File: src/fct_pkg.sv
package fct_pkg;

   localparam int PLANE_COUNT    = 6;
   localparam int COORD_BITS     = 16;
   localparam int SLOT_COUNT     = 6;
   localparam int LANE_COUNT     = (PLANE_COUNT < SLOT_COUNT) ? PLANE_COUNT : SLOT_COUNT;

   localparam int RADIUS_BITS    = COORD_BITS - 1;
   localparam int NORM_BITS      = 16;
   localparam int NORM_FRAC_BITS = 14;
   localparam int PROD_BITS      = NORM_BITS + COORD_BITS;
   localparam int WTERM_BITS     = NORM_BITS + NORM_FRAC_BITS;
   localparam int DIST_BITS      = ((PROD_BITS > WTERM_BITS) ? PROD_BITS : WTERM_BITS) + 2;

   localparam int CSR_DATA_BITS  = 64;
   localparam int SLOT_BYTES     = CSR_DATA_BITS / 8;
   localparam int SLOT_LSB       = $clog2(SLOT_BYTES);
   localparam int CSR_ADDR_BITS  = $clog2(SLOT_COUNT * SLOT_BYTES);
   localparam int SLOT_IDX_BITS  = CSR_ADDR_BITS - SLOT_LSB;

   typedef enum logic [1:0] {
      OP_POINT  = 2'd0,
      OP_SPHERE = 2'd1,
      OP_BOX    = 2'd2,
      OP_NONE   = 2'd3
   } op_type;

   typedef struct packed {
      logic signed [NORM_BITS-1:0] w;
      logic signed [NORM_BITS-1:0] nz;
      logic signed [NORM_BITS-1:0] ny;
      logic signed [NORM_BITS-1:0] nx;
   } plane_type;

   typedef struct packed {
      op_type                       opcode;
      logic signed [COORD_BITS-1:0] first_x;
      logic signed [COORD_BITS-1:0] first_y;
      logic signed [COORD_BITS-1:0] first_z;
      logic signed [COORD_BITS-1:0] second_x;
      logic signed [COORD_BITS-1:0] second_y;
      logic signed [COORD_BITS-1:0] second_z;
      logic        [RADIUS_BITS-1:0] radius;
   } query_type;

endpackage

File: src/fct_lane.sv
module fct_lane (
   input  logic                clock,
   input  fct_pkg::query_type  query,
   input  fct_pkg::plane_type  plane,
   output logic                cull
);

   logic signed [fct_pkg::COORD_BITS-1:0] corner_x_in, corner_y_in, corner_z_in;
   logic signed [fct_pkg::COORD_BITS-1:0] corner_x_ff, corner_y_ff, corner_z_ff;
   logic signed [fct_pkg::DIST_BITS-1:0]  bias;
   logic signed [fct_pkg::DIST_BITS-1:0]  offset_in, offset_ff, offset2_ff;
   logic signed [fct_pkg::PROD_BITS-1:0]  prod_x_in, prod_y_in, prod_z_in;
   logic signed [fct_pkg::PROD_BITS-1:0]  prod_x_ff, prod_y_ff, prod_z_ff;
   logic signed [fct_pkg::DIST_BITS-1:0]  dist_sum;
   logic                                  box;
   logic                                  cull_in, cull_ff;

   // farthest corner along the normal for boxes, the first point otherwise
   assign box = (query.opcode == fct_pkg::OP_BOX);

   always_comb begin
      corner_x_in = (box && !plane.nx[fct_pkg::NORM_BITS-1] && (plane.nx != '0)) ?
                    query.second_x : query.first_x;
      corner_y_in = (box && !plane.ny[fct_pkg::NORM_BITS-1] && (plane.ny != '0)) ?
                    query.second_y : query.first_y;
      corner_z_in = (box && !plane.nz[fct_pkg::NORM_BITS-1] && (plane.nz != '0)) ?
                    query.second_z : query.first_z;
   end

   // point: d + 1 <= 0, sphere: d + r <= 0, box: d <= 0
   always_comb begin
      case (query.opcode)
         fct_pkg::OP_POINT: begin
            bias = fct_pkg::DIST_BITS'(1);
         end
         fct_pkg::OP_SPHERE: begin
            bias = fct_pkg::DIST_BITS'(query.radius) << fct_pkg::NORM_FRAC_BITS;
         end
         default: begin
            bias = '0;
         end
      endcase
      offset_in = (fct_pkg::DIST_BITS'(plane.w) <<< fct_pkg::NORM_FRAC_BITS) + bias;
   end

   always_ff @(posedge clock) begin
      corner_x_ff <= corner_x_in;
      corner_y_ff <= corner_y_in;
      corner_z_ff <= corner_z_in;
      offset_ff   <= offset_in;
   end

   assign prod_x_in = fct_pkg::PROD_BITS'(plane.nx) * fct_pkg::PROD_BITS'(corner_x_ff);
   assign prod_y_in = fct_pkg::PROD_BITS'(plane.ny) * fct_pkg::PROD_BITS'(corner_y_ff);
   assign prod_z_in = fct_pkg::PROD_BITS'(plane.nz) * fct_pkg::PROD_BITS'(corner_z_ff);

   always_ff @(posedge clock) begin
      prod_x_ff  <= prod_x_in;
      prod_y_ff  <= prod_y_in;
      prod_z_ff  <= prod_z_in;
      offset2_ff <= offset_ff;
   end

   assign dist_sum = fct_pkg::DIST_BITS'(prod_x_ff) + fct_pkg::DIST_BITS'(prod_y_ff) +
                     fct_pkg::DIST_BITS'(prod_z_ff) + offset2_ff;
   assign cull_in = dist_sum[fct_pkg::DIST_BITS-1] || (dist_sum == '0);

   always_ff @(posedge clock) begin
      cull_ff <= cull_in;
   end

   assign cull = cull_ff;

endmodule

File: config.mk
export PLATFORM = sky130hd
export DESIGN_NAME = fct_lane
export DESIGN_NICKNAME = d
export VERILOG_FILES = /design/src/fct_pkg.sv /design/src/fct_lane.sv
export SDC_FILE = /design/constraint.sdc
export NUM_CORES = 2
export LEC_CHECK = 0
export BUFFER_PORTS_ARGS = -buffer_cell sky130_fd_sc_hd__buf_4
export CAP_MARGIN = 20
export CELL_PAD_IN_SITES_DETAIL_PLACEMENT = 0
export CELL_PAD_IN_SITES_GLOBAL_PLACEMENT = 2
export CORE_ASPECT_RATIO = 0.8
export CORE_UTILIZATION = 25
export CTS_BUF_LIST = sky130_fd_sc_hd__clkbuf_2
export DETAILED_ROUTE_END_ITERATION = 6
export PLACE_DENSITY_LB_ADDON = 0.1
export SYNTH_ARGS = -nofsm -noshare
export SYNTH_HDL_FRONTEND = slang
export SYNTH_SLANG_ARGS = --single-unit
export TNS_END_PERCENT = 10
File: constraint.sdc
create_clock -name clock -period 7.25 [get_ports clock]
set_input_delay 0.3625 -clock clock [delete_from_list [all_inputs] [get_ports clock]]
set_output_delay 0.3625 -clock clock [all_outputs]
set_load 0.05 [all_outputs]
Word level (Yosys, flattened, before mapping)
Index checks and enable logic that the tools add are counted.
W data, S select, Z words.

operators by class
  multiply operators = 3
  add/subtract/negate cells = 4
  eq/ne operators = 2
  muxes and demuxes = 4
  reduce and logical (&&, ||, !) cells = 15

operators with widths
  kind                  number
  $mul A16 B16 Y32      3
  $pmux W29 S2          1
  $mux W16              3
  $reduce_bool A16 Y1   3
  $add A33 B32 Y34      1
  $add A34 B31 Y34      1
  $logic_not A34 Y1     1
  $add A32 B32 Y33      1
  $add A30 B30 Y31      1
  $logic_and A1 B1 Y1   6
  $logic_not A1 Y1      3
  $eq A2 B1 Y1 const B  1
  $eq A2 B2 Y1 const B  1
  $logic_not A2 Y1      1
  $logic_or A1 B1 Y1    1

word-level totals
  register bits after elaboration = 207
  logic and storage cells = 37
  output and inout port bits = 1
  bits of input ports = 178

Depth between registers and ports, before layout
  depth in word-level cells = 5
  gate-level depth with buffers = 25
  mapped depth without buffers = 24

Least setup slack after synthesis
No wires, ideal clock.

  path type = reg2reg
  from = reg corner_y_ff[1] in the netlist's numbering
  to = reg prod_y_ff[30] in the netlist's numbering
  data required time = 7.178 ns
  clock period less this slack = 6.221 ns
  path buffers = 1
  library setup time = 0.072 ns
  stages on the path, launching flop included = 24
  slack = 1.029 ns
  data arrival time = 6.149 ns
  path through = dfxtp_1 clkbuf_1 nand2_1 fa_1 fa_1 fa_1 inv_1 fa_1 fa_1 inv_1 fa_1 inv_1 ha_1 a21o_1 a21o_1 a21oi_1 o21ai_0 a2111o_1 o221ai_1 o21ai_1 a31oi_1 o21ai_1 a21oi_1 xnor2_1

between the ends
  longest elaborated chain between the ends = 1

ends and longest elaborated chain
  what                    line            RTL
  start, declared         fct_lane.sv:9   logic signed [fct_pkg::COORD_BITS-1:0] corner_x_ff, corner_y_ff, corner_z_ff;
  start signal, assigned  fct_lane.sv:48  corner_y_ff <= corner_y_in;
  $mul A16 B16 Y32        fct_lane.sv:54  assign prod_y_in = fct_pkg::PROD_BITS'(plane.ny) * fct_pkg::PROD_BITS'(corner_y_ff);
  via prod_y_in, one bit  fct_lane.sv:12  logic signed [fct_pkg::PROD_BITS-1:0] prod_x_in, prod_y_in, prod_z_in;
  end signal, assigned    fct_lane.sv:59  prod_y_ff <= prod_y_in;
  end, declared           fct_lane.sv:13  logic signed [fct_pkg::PROD_BITS-1:0] prod_x_ff, prod_y_ff, prod_z_ff;

The timed path passes the listed nets, and every way through them passes these cells.

Worst setup path after layout
  from = reg corner_y_ff[3] in the netlist's numbering
  to = reg prod_y_ff[30] in the netlist's numbering

Same word-level chain as after synthesis.

==> results.cfg <==
[sta]
max_clock_freq_mhz = 146
slew_headroom_pct = 33.9
worst_slack_ps = 406
tns_ps = 0
rsz0062_at_grt = no
hold_viol_final = 0
fin_crit_sh_pct = 94.4
period_needed_ps = 6840
setup-violations-final = 0
slew_viol_final = 0
finClkSkew_ps = 63.1
whs_ps = 232
worstMarginPinSlew_ps = 991

[logic_synthesis]
synth_area_leader_cell = fa_1
syn_inst = 3917
synth_area_leaders = fa_1, ha_1, dfxtp_1
ys_seq_area_share_pct = 9.69
synthArstFlopShare_pct = 0
yosys.area.top_type_share_pct = 44.9
synth_cell_type_count = 83
syn_area_per_cell_um2 = 9.55
synth-edff-count = 0
yosys_warnings = 0
ys_ff_latch = 181
ys.flop_type = dfxtp_1
netlist_area_um2 = 37400
syn_nets = 5241

[run_status]
status = completed

[clocking]
clk_pin_slew_ps = 360
cts_made_buffers = 17
root_buffer = clkbuf_2
clockBufferDepth = 2
cts.sinks = 181
h-tree-depth = 4
clock_latency_ps = 1220
tritoncts = done
post-cts-setup-buffers = 0

[flow_run]
cap_violations = 0

[die]
core_um2 = 148000
fp.dieH_um = 348
io-pin-count = 179
rows = 126
dieArea_um2 = 151000
die_x_um = 434
start_util_pct = 25.3

[worst_setup_path]
r2r_setup_slack_ps = 410
crit_top_cell = fa_1
slowest_stage = dfxtp_1
cp_data_required_time_ps = 8380
rr_endpoint = prod_y_ff[30]
crit_chain = nand2_1 -> fa_1 -> fa_1 -> fa_1 -> inv_1 -> fa_1 -> fa_1 -> inv_1 -> fa_1 -> inv_1 -> ha_1 -> a21o_1 -> a21o_1 -> a21oi_1 -> o21ai_0 -> a2111o_1 -> o221ai_1 -> o21ai_1 -> a31oi_1 -> o21ai_1 -> a21oi_1 -> xnor2_1
startpoint_type = register
crit_path_max_incr_delay_ps = 650
worstPathMaxFanout = 9
crit-reg2reg-launch = corner_y_ff[3]
cp-end-kind = register
arrival_ps = 7980
reg2reg_depth = 22
criticalPathCategory = register to register

[grt]
grtUsageTotal_pct = 15.9
grt_pass1_vias = 30000
grt_pass1_wl_mm = 182
grt-ovfl-total = 0
antenna_found_initial = 4
grt_start_max_net_pins = 20

[finish]
final_area_um2 = 44300
area_growth_pct = 18.5
final_common_cell = inv_1
final_nets = 5664
most-common-layout-cells = inv_1, fa_1, nand2_1, and2_1, ha_1
drive_gt1_share_pct = 7.81

[placed_design]
globalplace.congestion = 0.756
pre_cts_slack_ps = 338
dp_hpwl_mm = 94.7
io_buffers = 178
place_area_um2 = 41200

[worst_hold_path]
min_from = plane[3]
hold_path.class = input pin to register
hold_depth = 6
holdPathEnd = prod_x_ff[3]

[drt]
first_iter_violations = 955
wl_per_cell_um = 17.8
via_per_inst = 4.16
num_vias = 26400
route.detailed.drc = 0
wl_mm = 113
first_pass_iters = 5
drtAntennaViolNets = 0
-- worst max-delay path by stage --
| stage | start | end | cells past startpoint |
|---|---|---|---|
| global route | corner_y_ff[3] | prod_y_ff[30] | 22 |
| detailed placement | corner_y_ff[5] | prod_y_ff[30] | 23 |
| CTS | corner_y_ff[5] | prod_y_ff[30] | 23 |
| finish | corner_y_ff[3] | prod_y_ff[30] | 22 |
| floorplan | corner_y_ff[1] | prod_y_ff[30] | 23 |
| global placement | plane[25] | prod_y_ff[30] | 24 |
-- per-layer routing --
metal	GRT usage (%)	vias to the layer above	part of all wire [%]	wire [µm]
li1	-	12600	-	-
met1	23.8	13500	52	58500
met2	25.1	198	46	51900
met3	1.53	24	1.5	1700
met4	1.82	0	0.54	606
met5	0	-	0	0
-- metrics by stage --
step | util, % | cells
CTS | 29.9 | 6337
finish | 29.9 | 6350
global route | 29.9 | 6346
floorplan | - | 3917
detailed placement | 27.8 | 6024
global placement | 27.8 | 6024
-- state kept, by name, indices dropped and copies added (netlist names) --
| name | count |
|---|---|
| prod_z_ff | 32 |
| corner_z_ff | 16 |
| corner_y_ff | 16 |
| cull | 1 |
| prod_y_ff | 32 |
| offset2_ff | 18 |
| prod_x_ff | 32 |
| offset_ff | 18 |
| corner_x_ff | 16 |
-- synthesized netlist by cell type (all sizes together) (4+ instances only) --
master   instances
nor3            27
a211oi          10
nand3           18
a21boi           6
or2              4
o211ai           4
ha             307
or4              4
a21oi           99
mux2            51
o21a            28
fa             839
a2111oi          6
nand2          404
inv            901
o21ai           66
o31ai            6
o21bai          15
o221ai           4
xnor2           99
nor4            14
buf              7
and2           390
a31oi           11
xor2            24
clkbuf         105
or3              7
nor3b            7
a311o            4
nor2b           19
nand3b           6
o2111ai          5
dfxtp          181
a21o            32
and3             7
nor2           110
mux2i            5
nand4            9
nand2b          32
o22ai            5
-- repair_timing --
action	in CTS	in global routing
gates resized for setup	0	2
endpoints found under the setup margin	0	2
endpoints found under the hold margin	80	0
hold buffers	281	0
-- cell families after synthesis --
group / Yosys count / share of synthesized area [%]
muxes: 56 / 1.67
and+or+nand+nor: 1067 / 14.4
xor gates and xnor gates: 123 / 2.88
AOI/OAI and AO/OA: 331 / 5.90
buffers and inverters: 1013 / 10.2
DFF: 181 / 9.69
adders and majority gates: 1146 / 55.2
-- critical path, delay by kind of cell, from the launching register on --
kind                     cells  cell delay, ps
XOR/XNOR                     1             150
buffers and inverters        3             150
AO/OA/AOI/OAI               10            2330
flip-flops                   1             650
adder cells (fa/ha/maj)      7            3320
AND/OR/NAND/NOR              1             130
-- area by class of cell --
class / count / area [µm²]
diodes: 13 / 32.5
clock buffers: 17 / 85.1
clock inverters: 15 / 189
fillers: 15800 / 104000
inverters: 901 / 3380
multi-input cells: 2723 / 29900
flip-flops and latches: 181 / 3630
well taps: 1984 / 2480
repair buffers: 516 / 4580
Power is not shown: default switching activity piles up to over one toggle a cycle in this logic, so the estimate is an artifact.
